File: src/sv/qf_pkg.sv
package qf_pkg;

  localparam int unsigned CMD_W   = 2;
  localparam int unsigned ELEM_W  = 8;
  localparam int unsigned LABEL_W = 8;
  localparam int unsigned COUNT_W = 9;

  localparam logic [CMD_W-1:0] CMD_QUERY  = 2'd0;
  localparam logic [CMD_W-1:0] CMD_MERGE  = 2'd1;
  localparam logic [CMD_W-1:0] CMD_REINIT = 2'd2;

  localparam logic [COUNT_W-1:0] MERGES_SAT    = 9'd511;
  localparam logic [COUNT_W-1:0] COUNT_AT_RST  = 9'd256;

  typedef struct packed {
    logic [COUNT_W-1:0] block_count;
    logic               same_class;
    logic [LABEL_W-1:0] second_label;
    logic [LABEL_W-1:0] first_label;
    logic               index_error;
  } qf_result_t;

endpackage

File: src/sv/qf_label_ram.sv
module qf_label_ram #(
  parameter int unsigned DEPTH = 256,
  parameter int unsigned WIDTH = 8,
  localparam int unsigned AW = $clog2(DEPTH)
) (
  input  logic             clk_i,
  input  logic             rd_en_i,
  input  logic [AW-1:0]    rd_addr_i,
  output logic [WIDTH-1:0] rd_data_o,
  input  logic             wr_en_i,
  input  logic [AW-1:0]    wr_addr_i,
  input  logic [WIDTH-1:0] wr_data_i
);

  logic [WIDTH-1:0] mem [DEPTH];
  logic [WIDTH-1:0] rd_data_q;

  always_ff @(posedge clk_i) begin
    if (wr_en_i) begin
      mem[wr_addr_i] <= wr_data_i;
    end
  end

  always_ff @(posedge clk_i) begin
    if (rd_en_i) begin
      rd_data_q <= mem[rd_addr_i];
    end
  end

  assign rd_data_o = rd_data_q;

endmodule

File: src/sv/qf_ctrl.sv
module qf_ctrl #(
  parameter int unsigned MAX_ELEMENTS = 256,
  localparam int unsigned LW = $clog2(MAX_ELEMENTS),
  localparam int unsigned CW = $clog2(MAX_ELEMENTS + 1)
) (
  input  logic                         clk_i,
  input  logic                         rst_ni,
  input  logic                         in_valid_i,
  output logic                         in_ready_o,
  input  logic [qf_pkg::CMD_W-1:0]     cmd_i,
  input  logic [qf_pkg::ELEM_W-1:0]    first_i,
  input  logic [qf_pkg::ELEM_W-1:0]    second_i,
  input  logic [qf_pkg::COUNT_W-1:0]   active_i,
  output logic                         res_valid_o,
  input  logic                         res_ready_i,
  output qf_pkg::qf_result_t           res_o,
  output logic                         rd_en_o,
  output logic [LW-1:0]                rd_addr_o,
  input  logic [LW-1:0]                rd_data_i,
  output logic                         wr_en_o,
  output logic [LW-1:0]                wr_addr_o,
  output logic [LW-1:0]                wr_data_o
);
  import qf_pkg::*;

  localparam logic [2:0] ST_CLEAR = 3'd0;
  localparam logic [2:0] ST_IDLE  = 3'd1;
  localparam logic [2:0] ST_RD_B  = 3'd2;
  localparam logic [2:0] ST_CMP   = 3'd3;
  localparam logic [2:0] ST_WALK  = 3'd4;
  localparam logic [2:0] ST_DONE  = 3'd5;

  localparam logic [CW-1:0] CNT_END  = CW'(MAX_ELEMENTS);
  localparam logic [CW-1:0] CNT_LAST = CW'(MAX_ELEMENTS - 1);

  logic [2:0]         state_q, state_d;
  logic [CW-1:0]      cnt_q, cnt_d;
  logic [COUNT_W-1:0] merges_q, merges_d;
  logic               post_clear_q, post_clear_d;
  logic               is_merge_q, is_merge_d;
  logic [LW-1:0]      la_q, la_d;
  logic [LW-1:0]      lb_q, lb_d;
  logic [LW-1:0]      b_addr_q, b_addr_d;
  logic               same_q, same_d;
  logic               err_q, err_d;
  logic               accept;
  logic               err_in;
  logic [CW-1:0]      cnt_m1;

  assign in_ready_o = (state_q == ST_IDLE);
  assign accept     = in_valid_i && in_ready_o;
  assign err_in     = ({1'b0, first_i} >= active_i) || ({1'b0, second_i} >= active_i);
  assign cnt_m1     = cnt_q - 1'b1;

  always_comb begin
    state_d      = state_q;
    cnt_d        = cnt_q;
    merges_d     = merges_q;
    post_clear_d = post_clear_q;
    is_merge_d   = is_merge_q;
    la_d         = la_q;
    lb_d         = lb_q;
    b_addr_d     = b_addr_q;
    same_d       = same_q;
    err_d        = err_q;
    rd_en_o      = 1'b0;
    rd_addr_o    = cnt_q[LW-1:0];
    wr_en_o      = 1'b0;
    wr_addr_o    = cnt_q[LW-1:0];
    wr_data_o    = cnt_q[LW-1:0];
    res_valid_o  = 1'b0;
    unique case (state_q)
      ST_CLEAR: begin
        // write each entry with its own index
        wr_en_o = 1'b1;
        if (cnt_q == CNT_LAST) begin
          state_d      = post_clear_q ? ST_DONE : ST_IDLE;
          post_clear_d = 1'b0;
        end else begin
          cnt_d = cnt_q + 1'b1;
        end
      end
      ST_IDLE: begin
        if (accept) begin
          la_d   = '0;
          lb_d   = '0;
          same_d = 1'b0;
          err_d  = 1'b0;
          if (cmd_i == CMD_REINIT) begin
            cnt_d        = '0;
            merges_d     = '0;
            post_clear_d = 1'b1;
            state_d      = ST_CLEAR;
          end else if (err_in) begin
            err_d   = 1'b1;
            state_d = ST_DONE;
          end else begin
            rd_en_o    = 1'b1;
            rd_addr_o  = LW'(first_i);
            b_addr_d   = LW'(second_i);
            is_merge_d = (cmd_i == CMD_MERGE);
            state_d    = ST_RD_B;
          end
        end
      end
      ST_RD_B: begin
        rd_en_o   = 1'b1;
        rd_addr_o = b_addr_q;
        la_d      = rd_data_i;
        state_d   = ST_CMP;
      end
      ST_CMP: begin
        lb_d   = rd_data_i;
        same_d = (la_q == rd_data_i);
        if (is_merge_q && (la_q != rd_data_i)) begin
          cnt_d   = '0;
          state_d = ST_WALK;
        end else begin
          state_d = ST_DONE;
        end
      end
      ST_WALK: begin
        // read entry cnt, relabel entry cnt-1 from the data read last cycle
        if (cnt_q != CNT_END) begin
          rd_en_o   = 1'b1;
          rd_addr_o = cnt_q[LW-1:0];
        end
        if (cnt_q != '0) begin
          wr_en_o   = (rd_data_i == lb_q);
          wr_addr_o = cnt_m1[LW-1:0];
          wr_data_o = la_q;
        end
        if (cnt_q == CNT_END) begin
          if (merges_q != MERGES_SAT) begin
            merges_d = merges_q + 1'b1;
          end
          state_d = ST_DONE;
        end else begin
          cnt_d = cnt_q + 1'b1;
        end
      end
      ST_DONE: begin
        res_valid_o = 1'b1;
        if (res_ready_i) begin
          state_d = ST_IDLE;
        end
      end
      default: begin
        state_d = ST_IDLE;
      end
    endcase
  end

  always_ff @(posedge clk_i or negedge rst_ni) begin
    if (!rst_ni) begin
      state_q      <= ST_CLEAR;
      cnt_q        <= '0;
      merges_q     <= '0;
      post_clear_q <= 1'b0;
    end else begin
      state_q      <= state_d;
      cnt_q        <= cnt_d;
      merges_q     <= merges_d;
      post_clear_q <= post_clear_d;
    end
  end

  always_ff @(posedge clk_i) begin
    is_merge_q <= is_merge_d;
    la_q       <= la_d;
    lb_q       <= lb_d;
    b_addr_q   <= b_addr_d;
    same_q     <= same_d;
    err_q      <= err_d;
  end

  always_comb begin
    res_o.first_label  = LABEL_W'(la_q);
    res_o.second_label = LABEL_W'(lb_q);
    res_o.same_class   = same_q;
    res_o.index_error  = err_q;
    res_o.block_count  = (merges_q >= active_i) ? '0 : (active_i - merges_q);
  end

`ifndef SYNTH
  a_no_same_entry: assert property (@(posedge clk_i) disable iff (!rst_ni)
    !(rd_en_o && wr_en_o && (rd_addr_o == wr_addr_o)))
    else $error("read and write hit the same entry");

  a_write_phase: assert property (@(posedge clk_i) disable iff (!rst_ni)
    wr_en_o |-> ((state_q == ST_WALK) || (state_q == ST_CLEAR)))
    else $error("table written outside a sweep");

  a_err_clean: assert property (@(posedge clk_i) disable iff (!rst_ni)
    (res_valid_o && err_q) |-> (!same_q && (la_q == '0) && (lb_q == '0)))
    else $error("index error result carries label data");

  a_merge_step: assert property (@(posedge clk_i) disable iff (!rst_ni)
    (state_q == ST_WALK && cnt_q == CNT_END && merges_q != MERGES_SAT)
      |=> (merges_q == $past(merges_q) + 1'b1))
    else $error("merge count not advanced after walk");
`endif

endmodule

File: src/sv/quick_find_disjoint_set.sv
// Query: an accepted item passes ST_RD_B and ST_CMP before the result is valid in ST_DONE;
// an index error goes straight to ST_DONE. A merge of two distinct classes adds the
// relabel walk over the label memory, one entry per cycle; reinitialize runs the clear.
// One item is in work at a time; the output register lets the next item start
// while a result waits. Reset (async, active low) starts a clearing pass that writes
// each label with its own index; no item is taken then.
module quick_find_disjoint_set #(
  parameter int unsigned MAX_ELEMENTS = 256
) (
  input  logic        clk_i,
  input  logic        rst_ni,
  input  logic        cfg_we_i,
  input  logic [8:0]  cfg_wdata_i,   // element_count
  input  logic        s_axis_tvalid,
  output logic        s_axis_tready,
  input  logic [15:0] s_axis_tdata,  // [7:0] first_element, [15:8] second_element
  input  logic [1:0]  s_axis_tuser,  // [1:0] command
  output logic        m_axis_tvalid,
  input  logic        m_axis_tready,
  // [7:0] first_label, [15:8] second_label, [16] same_class, [25:17] block_count
  output logic [31:0] m_axis_tdata,
  output logic        m_axis_tuser   // [0] index_error
);
  import qf_pkg::*;

  localparam int unsigned LW = $clog2(MAX_ELEMENTS);

  logic [COUNT_W-1:0] element_count_q;
  logic [COUNT_W-1:0] active;
  logic               res_valid;
  logic               res_ready;
  qf_result_t         res;
  logic               out_valid_q;
  qf_result_t         out_res_q;
  logic               rd_en, wr_en;
  logic [LW-1:0]      rd_addr, rd_data, wr_addr, wr_data;

  always_ff @(posedge clk_i or negedge rst_ni) begin
    if (!rst_ni) begin
      element_count_q <= COUNT_AT_RST;
    end else if (cfg_we_i) begin
      element_count_q <= cfg_wdata_i;
    end
  end

  // clamp the programmed count to the table size
  assign active = (32'(element_count_q) > MAX_ELEMENTS) ? COUNT_W'(MAX_ELEMENTS)
                                                        : element_count_q;

  qf_label_ram #(
    .DEPTH (MAX_ELEMENTS),
    .WIDTH (LW)
  ) u_ram (
    .clk_i     (clk_i),
    .rd_en_i   (rd_en),
    .rd_addr_i (rd_addr),
    .rd_data_o (rd_data),
    .wr_en_i   (wr_en),
    .wr_addr_i (wr_addr),
    .wr_data_i (wr_data)
  );

  qf_ctrl #(
    .MAX_ELEMENTS (MAX_ELEMENTS)
  ) u_ctrl (
    .clk_i       (clk_i),
    .rst_ni      (rst_ni),
    .in_valid_i  (s_axis_tvalid),
    .in_ready_o  (s_axis_tready),
    .cmd_i       (s_axis_tuser),
    .first_i     (s_axis_tdata[7:0]),
    .second_i    (s_axis_tdata[15:8]),
    .active_i    (active),
    .res_valid_o (res_valid),
    .res_ready_i (res_ready),
    .res_o       (res),
    .rd_en_o     (rd_en),
    .rd_addr_o   (rd_addr),
    .rd_data_i   (rd_data),
    .wr_en_o     (wr_en),
    .wr_addr_o   (wr_addr),
    .wr_data_o   (wr_data)
  );

  assign res_ready = !out_valid_q || m_axis_tready;

  always_ff @(posedge clk_i or negedge rst_ni) begin
    if (!rst_ni) begin
      out_valid_q <= 1'b0;
    end else if (res_ready) begin
      out_valid_q <= res_valid;
    end
  end

  always_ff @(posedge clk_i) begin
    if (res_ready && res_valid) begin
      out_res_q <= res;
    end
  end

  assign m_axis_tvalid = out_valid_q;
  assign m_axis_tdata  = {6'd0, out_res_q.block_count, out_res_q.same_class,
                          out_res_q.second_label, out_res_q.first_label};
  assign m_axis_tuser  = out_res_q.index_error;

endmodule

File: config.mk
export PLATFORM = sky130hd
export DESIGN_NAME = quick_find_disjoint_set
export DESIGN_NICKNAME = d
export VERILOG_FILES = /design/src/sv/qf_pkg.sv /design/src/sv/qf_label_ram.sv /design/src/sv/qf_ctrl.sv /design/src/sv/quick_find_disjoint_set.sv
export SDC_FILE = /design/constraint.sdc
export NUM_CORES = 2
export LEC_CHECK = 0
export BUFFER_PORTS_ARGS = -buffer_cell sky130_fd_sc_hd__buf_4
export CAP_MARGIN = 10
export CELL_PAD_IN_SITES_DETAIL_PLACEMENT = 0
export CELL_PAD_IN_SITES_GLOBAL_PLACEMENT = 1
export CORE_MARGIN = 4
export CORE_UTILIZATION = 29
export DETAILED_ROUTE_END_ITERATION = 12
export PLACE_DENSITY = 0.57
export SYNTH_ARGS = -nofsm -noshare
export SYNTH_HDL_FRONTEND = slang
export SYNTH_SLANG_ARGS = --single-unit
export TNS_END_PERCENT = 10
File: constraint.sdc
create_clock -name clk_i -period 28.7 [get_ports clk_i]
set_clock_uncertainty 0.15 [all_clocks]
set_input_delay 0 -clock clk_i [delete_from_list [all_inputs] [get_ports clk_i]]
set_output_delay 0 -clock clk_i [all_outputs]
set_load 0.05 [all_outputs]
## After elaboration in Yosys (flattened, before gate mapping)

Memories as Yosys holds them, arrays and structs flattened. A register that Yosys moved wholly into a read port is not among the register bits.
Cells that the tools add are included.

| storage, ports and cells | value |
|---|---|
| memories kept | 1 |
| RAM bits | 2048 |
| bits in registers | 86 |

| operators by class | value |
|---|---|
| magnitude comparators | 4 |
| bitwise operators | 2 |
| mux-type cells | 47 |
| add/subtract/negate cells | 4 |
| reductions and logical operators | 21 |
| equal/unequal tests | 23 |

Memories:

| name | words | width | rd ports | clocked after memory_dff | wr ports | RTL line | source |
|---|---|---|---|---|---|---|---|
| u_ram.mem | 256 | 8 | 1 | 1 | 1 | qf_label_ram.sv:15 | `logic [WIDTH-1:0] mem [DEPTH];` |

Operator list:

| kind | count |
|---|---|
| $mux W9 | 8 |
| $mux W8 | 8 |
| $pmux W8 S2 | 3 |
| $pmux W9 S4 | 1 |
| $mux W3 | 7 |
| $add A9 B1 Y9 const B | 2 |
| $ge A8 B9 Y1 | 2 |
| $ne A9 B9 Y1 const B | 2 |
| $pmux W3 S6 | 1 |
| $pmux W9 S2 | 1 |
| $eq A8 B8 Y1 | 2 |
| $mux W1 | 14 |
| $reduce_and A4 Y1 | 3 |
| $ne A2 B2 Y1 const B | 5 |
| $eq A9 B8 Y1 const B | 1 |
| $eq A9 B9 Y1 const B | 1 |
| $ge A9 B9 Y1 | 1 |
| $gt A9 B9 Y1 const B | 1 |
| $reduce_bool A9 Y1 | 1 |
| $sub A9 B9 Y9 | 1 |
| $ne A2 B1 Y1 const B | 4 |
| $ne A8 B8 Y1 | 1 |
| $reduce_bool A2 Y1 | 4 |
| $sub A8 B1 Y8 const B | 1 |
| 16 further kinds | 26 |

## Longest topological paths before layout

| logic depth | value |
|---|---|
| depth in word-level cells | 8 |
| mapped depth | 24 |
| mapped depth without buffers | 16 |

## Modules after synthesis

Synthesis repeated with hierarchy kept, for this count alone.

| unflattened totals | value |
|---|---|
| cell total of the unflattened synthesis | 4203 |
| area, all modules | 84682.5 um^2 |

Modules (own cells, without submodules):

| module | cells each | area an instance (um^2) | times used |
|---|---|---|---|
| qf_label_ram | 3733 | 79636.4 | 1 |
| qf_ctrl | 404 | 3716.1 | 1 |
| quick_find_disjoint_set | 66 | 1330.0 | 1 |

## Worst setup path before layout

OpenSTA, ideal clock, no wires.

| path | value |
|---|---|
| path kind | register -> register |
| start | register u_ctrl.cnt_q[1] |
| end | memory u_ram.mem[0][7], data pin |
| required time | 26.363 ns |
| clock period less this slack | 13.415 ns |
| data arrival time | 11.078 ns |
| cell stages (with the launch flop) | 8 |
| path buffers | 2 |
| setup time | 2.187 ns |
| slack | 15.285 ns |
| cells stage by stage | dfrtp_1 -> clkbuf_1 -> inv_1 -> ha_1 -> clkbuf_1 -> nand2_1 -> nor4_1 -> o21ai_0 |

| between the ends | value |
|---|---|
| word-level cells in the longest chain between the ends | 3 |

Ends and longest elaborated chain:

| what | RTL line | source |
|---|---|---|
| from (decl) | qf_ctrl.sv:37 | `logic [CW-1:0] cnt_q, cnt_d;` |
| from (signal assigned) | qf_ctrl.sv:162 | `cnt_q <= cnt_d;` |
| $reduce_bool A9 Y1 | qf_ctrl.sv:128 | `if (cnt_q != '0) begin` |
| $mux W8 | qf_ctrl.sv:128 |  |
| $mux W8 | qf_ctrl.sv:72 | `unique case (state_q)` |
| net u_ctrl.wr_data_o[7] | qf_ctrl.sv:22 | `output logic [LW-1:0] wr_data_o` |
| to (decl) | qf_label_ram.sv:15 |  |

The timed path passes the listed nets, and every way through them passes these cells.

## Worst setup path in the final report

| path | value |
|---|---|
| start | register element_count_q[8] |
| end | register u_ram.rd_data_q[7] (netlist: u_ram.rd_data_o[7]), read port of u_ram.mem, data pin |

| between the ends | value |
|---|---|
| word-level cells in the longest chain between the ends | 8 |
| elaborated cells on any way between the ends | 13 |
| those cells by class | order compare (3); mux (9); reduce/logical (1) |

Ends and longest elaborated chain:

| what | RTL line | source |
|---|---|---|
| from (decl) | quick_find_disjoint_set.sv:28 | `logic [COUNT_W-1:0] element_count_q;` |
| from (signal assigned) | quick_find_disjoint_set.sv:42 | `element_count_q <= cfg_wdata_i;` |
| $gt A9 B9 Y1 | quick_find_disjoint_set.sv:47 | `assign active = (32'(element_count_q) > MAX_ELEMENTS) ? COUNT_W'(MAX_ELEMENTS)` |
| $mux W9 (*) | quick_find_disjoint_set.sv:47 |  |
| $ge A8 B9 Y1 | qf_ctrl.sv:52 | `assign err_in = ({1'b0, first_i} >= active_i) \|\| ({1'b0, second_i} >= active_i);` |
| $logic_or A1 B1 Y1 (*) | qf_ctrl.sv:52 |  |
| $mux W1 or $mux W8 (tied branches) | qf_ctrl.sv:94 | `end else if (err_in) begin` |
| $mux W1 or $mux W8 (tied branches) | qf_ctrl.sv:89 | `if (cmd_i == CMD_REINIT) begin` |
| $mux W1 or $mux W8 (tied branches) | qf_ctrl.sv:84 | `if (accept) begin` |
| $pmux W1 S3 or $pmux W8 S2 (tied branches) | qf_ctrl.sv:72 |  |
| to (decl) | qf_label_ram.sv:16 | `logic [WIDTH-1:0] rd_data_q;` |

Mark *: on every way between the ends. The rest lies on a longest branch, timed or not.
A chain may end at the register's enable or synchronous reset.

==> flow_summary.json <==
{
  "rrSetupSlack_ns": 20.58,
  "peakVddDrop_uv": 93.9,
  "core_sq_um": 300000,
  "dieHeight_um": 557,
  "crit_chain": "inv_1, nand2_1, ha_1, a21oi_1, a21boi_1, o311ai_2, o211ai_1, buf_4, o31a_2, buf_4, nand2_8, buf_12, buf_4, buf_4, buf_4, mux2i_1, o22ai_1, nor4_1, a2111oi_0, buf_4, nor4_1, nor4_1",
  "outcome": "completed",
  "fin_crit_sh": 0.283,
  "nets": 6320,
  "ys_warn_count": 0,
  "slowest_delay_ns": 0.69,
  "antenna_found_initial": 21,
  "synthAdderAreaFrac": 0.00452,
  "async_flop_share": 0.0149,
  "intPower_uw": 6700,
  "grt.total_usage": 0.192,
  "grt_pass1_wl_mm": 428,
  "drv_slew": 0,
  "ys_seq_area_frac": 0.734,
  "initial_core_util": 0.291,
  "cts_tree": "built",
  "dp_hpwl_mm": 187,
  "ys_ff_latch": 2142,
  "cp_slowest_cell": "buf_4",
  "pwr-share-clk": 0.247,
  "worstSetupStartpointType": "flip-flop",
  "synth_ff_type": "edfxtp_1",
  "rows": 201,
  "pin_count": 67,
  "grt_overflow": 0,
  "hold_class": "input port to flip-flop",
  "totalWireLength_mm": 309,
  "dieArea_sq_um": 310000,
  "cts_sinks": 2142,
  "rsz0062_at_grt": "no",
  "seqPwrFrac": 0.359,
  "swShare": 0.416,
  "cpMostUsedCell": "buf_4",
  "synth_top_family_by_area": "simple AND/OR/NAND/NOR gates",
  "drt_first_pass_iters": 6,
  "worst-path-max-fanout": 120,
  "ctsHoldBuffers": 59,
  "power_uw": 11500,
  "synth_area_sq_um": 87400,
  "place_area_sq_um": 92300,
  "synth_compound_area_frac": 0.0824,
  "avgSynthCellArea_sq_um": 14.2,
  "tns_ns": 0,
  "routabilityCongestion": 0.859,
  "cts_buffers": 229,
  "cap_violations": 0,
  "arrival_ns": 8.62,
  "synth_edf_count": 2110,
  "setup_violations": 0,
  "p_leak_uw": 0.0333,
  "port_buffers": 60,
  "cts.clk_slew.worst_paths_ns": 0.06,
  "min_period_ns": 8.12,
  "wl_per_cell_um": 29.7,
  "clk_latency_ns": 0.92,
  "drt_iter0_drc": 6943,
  "yosysUniqueCellTypes": 95,
  "final_cell_area_sq_um": 100000,
  "grt_pass1_vias": 52900,
  "relSlewSlack": 0.0721,
  "worst_pin_slew_ns": 1.39,
  "combPwrFrac": 0.394,
  "ctsResizeCount": 0,
  "end_kind": "flip-flop",
  "cts_buffer_depth": 4,
  "drive_above_1_share": 0.100,
  "area_growth_pct": 14.4,
  "grt_max_degree": 221,
  "max_clock_freq_ghz": 0.123,
  "drc": 0,
  "synthCells": 6147,
  "synth-simple-area-share": 0.101,
  "root_buffer": "clkbuf_16",
  "required_ns": 29.20,
  "drt.antenna.violating_nets": 0,
  "synth_mux_area_frac": 0.0489,
  "crit_type": "flip-flop to flip-flop",
  "power_density_nw_per_um2": 115,
  "synthXorXnorAreaFrac": 0.00321,
  "die_x_um": 557,
  "finalHoldViolCount": 0,
  "htreeDepth": 4,
  "post_cts_buffers": 0,
  "p_switching_uw": 4780,
  "vias_per_cell": 5.35,
  "vias": 55700
}
-- final timing paths --
kind / start / cells after the start / endpoint
max: element_count_q[8]$_DFFE_PN1P_ / 22 / u_ram.rd_data_o[7]$_DFFE_PP_
min: m_axis_tready / 4 / m_axis_tdata[24]$_SDFFCE_PP0P_
max reg2reg: element_count_q[8]$_DFFE_PN1P_ / 22 / u_ram.rd_data_o[7]$_DFFE_PP_
min reg2reg: u_ctrl.same_q$_SDFFCE_PN0P_ / 0 / m_axis_tdata[16]$_DFFE_PP_
max in group asynchronous: rst_ni / 5 / element_count_q[8]$_DFFE_PN1P_
min in group asynchronous: rst_ni / 5 / element_count_q[5]$_DFFE_PN0P_
-- synthesized netlist by cell type (36+ instances only) --
library cell	number	area (sq um)
nor2_1	355	1330
edfxtp_1	2110	63400
a211oi_1	185	1390
nor4_1	91	569
a21oi_1	283	1420
mux2i_1	374	3740
buf_2	118	591
nand3_1	221	1110
buf_4	55	413
nand2_1	1041	3910
clkbuf_1	182	683
o21ai_0	107	536
a311oi_1	46	403
nor3_1	38	190
and3_1	167	1040
o221ai_1	36	315
a31oi_1	91	569
o22ai_1	137	857
-- cell type report --
class	instances	area, sq um
clock buffer	274	5920
antenna	7	17.5
sequential	2142	64200
inverter	32	120
fill	29200	200000
multi-input combinational	3564	21300
tap	3958	4950
timing repair buffer	288	2440
clock inverter	134	1090
-- stage by stage --
| step | setup slack [ns] | hold WS (ns) | cells | util |
|---|---|---|---|---|
| global route | 20.26 | 0.0630 | 10400 | 0.333 |
| CTS | 20.54 | 0.0134 | 10400 | 0.333 |
| global placement | 20.60 | -0.157 | 9917 | 0.308 |
| floorplan | 15.28 | -0.446 | 6152 | - |
| detailed placement | 20.57 | -0.162 | 9924 | 0.308 |
| finish | 20.58 | 0.0696 | 10400 | 0.333 |
-- flip-flops by register name (all words and copies together) (netlist names) --
signal,count
u_ram.mem,2048
u_ctrl.b_addr_q,8
m_axis_tuser,1
u_ctrl.la_q,8
u_ctrl.state_q,3
u_ctrl.lb_q,8
u_ctrl.cnt_q,9
u_ram.rd_data_o,8
u_ctrl.is_merge_q,1
u_ctrl.same_q,1
u_ctrl.merges_q,9
u_ctrl.post_clear_q,1
u_ctrl.err_q,1
m_axis_tvalid,1
element_count_q,9
m_axis_tdata,26
-- worst max-delay path: cells and delay by family, from the launching register on --
kind | cells | cell delay, ns
adders and majority gates | 1 | 0.27
AOI/OAI and AO/OA | 7 | 1.24
muxes | 1 | 0.27
and+or+nand+nor | 5 | 1.74
DFF | 1 | 0.57
buffers and inverters | 8 | 3.30
-- kinds of logic after synthesis --
family | count (synthesis)
DFF | 2142
and+or+nand+nor | 2008
AOI/OAI and AO/OA | 1081
buffers and inverters | 446
muxes | 406
xor gates and xnor gates | 32
adders and majority gates | 31
other | 1
-- power by group through the flow --
| stage | logic, uW | registers [uW] | clock network (uW) |
|---|---|---|---|
| 4_1_cts | 4490 | 4110 | 2870 |
| 3_3_place_gp | 4460 | 4180 | 0 |
| 5_1_grt | 4710 | 4120 | 3010 |
| 6_report | 4520 | 4120 | 2830 |
| 3_5_place_dp | 4480 | 4180 | 0 |
| 2_1_floorplan | 2440 | 4330 | 0 |
-- per-layer routing --
layer	wire, um	global-route usage	vias up
li1	-	-	23800
met1	130000	0.266	28700
met2	141000	0.302	2674
met3	27100	0.0384	484
met4	11600	0.0663	10
met5	69	0	-
-- cells in the final DEF, fill, tap and decap left out, drive strengths merged, types with 14 or more instances in the layout --
master	count
and3	167
a21o	15
nand3	221
nand4	32
o211ai	25
buf	229
mux4	15
a221oi	15
o22ai	137
o221ai	36
nor4	92
a21oi	283
and2	17
clkbuf	275
edfxtp	2110
a2111oi	22
a32oi	14
nor3	38
clkinv	106
dlygate4sd3	58
a311oi	46
nand2	1044
inv	37
a211oi	187
o21ai	116
ha	30
bufinv	16
mux2	17
nor2	359
xnor2	22
mux2i	374
a31oi	91
dfrtp	31
No activity file was read; power rests on OpenSTA's default activity.
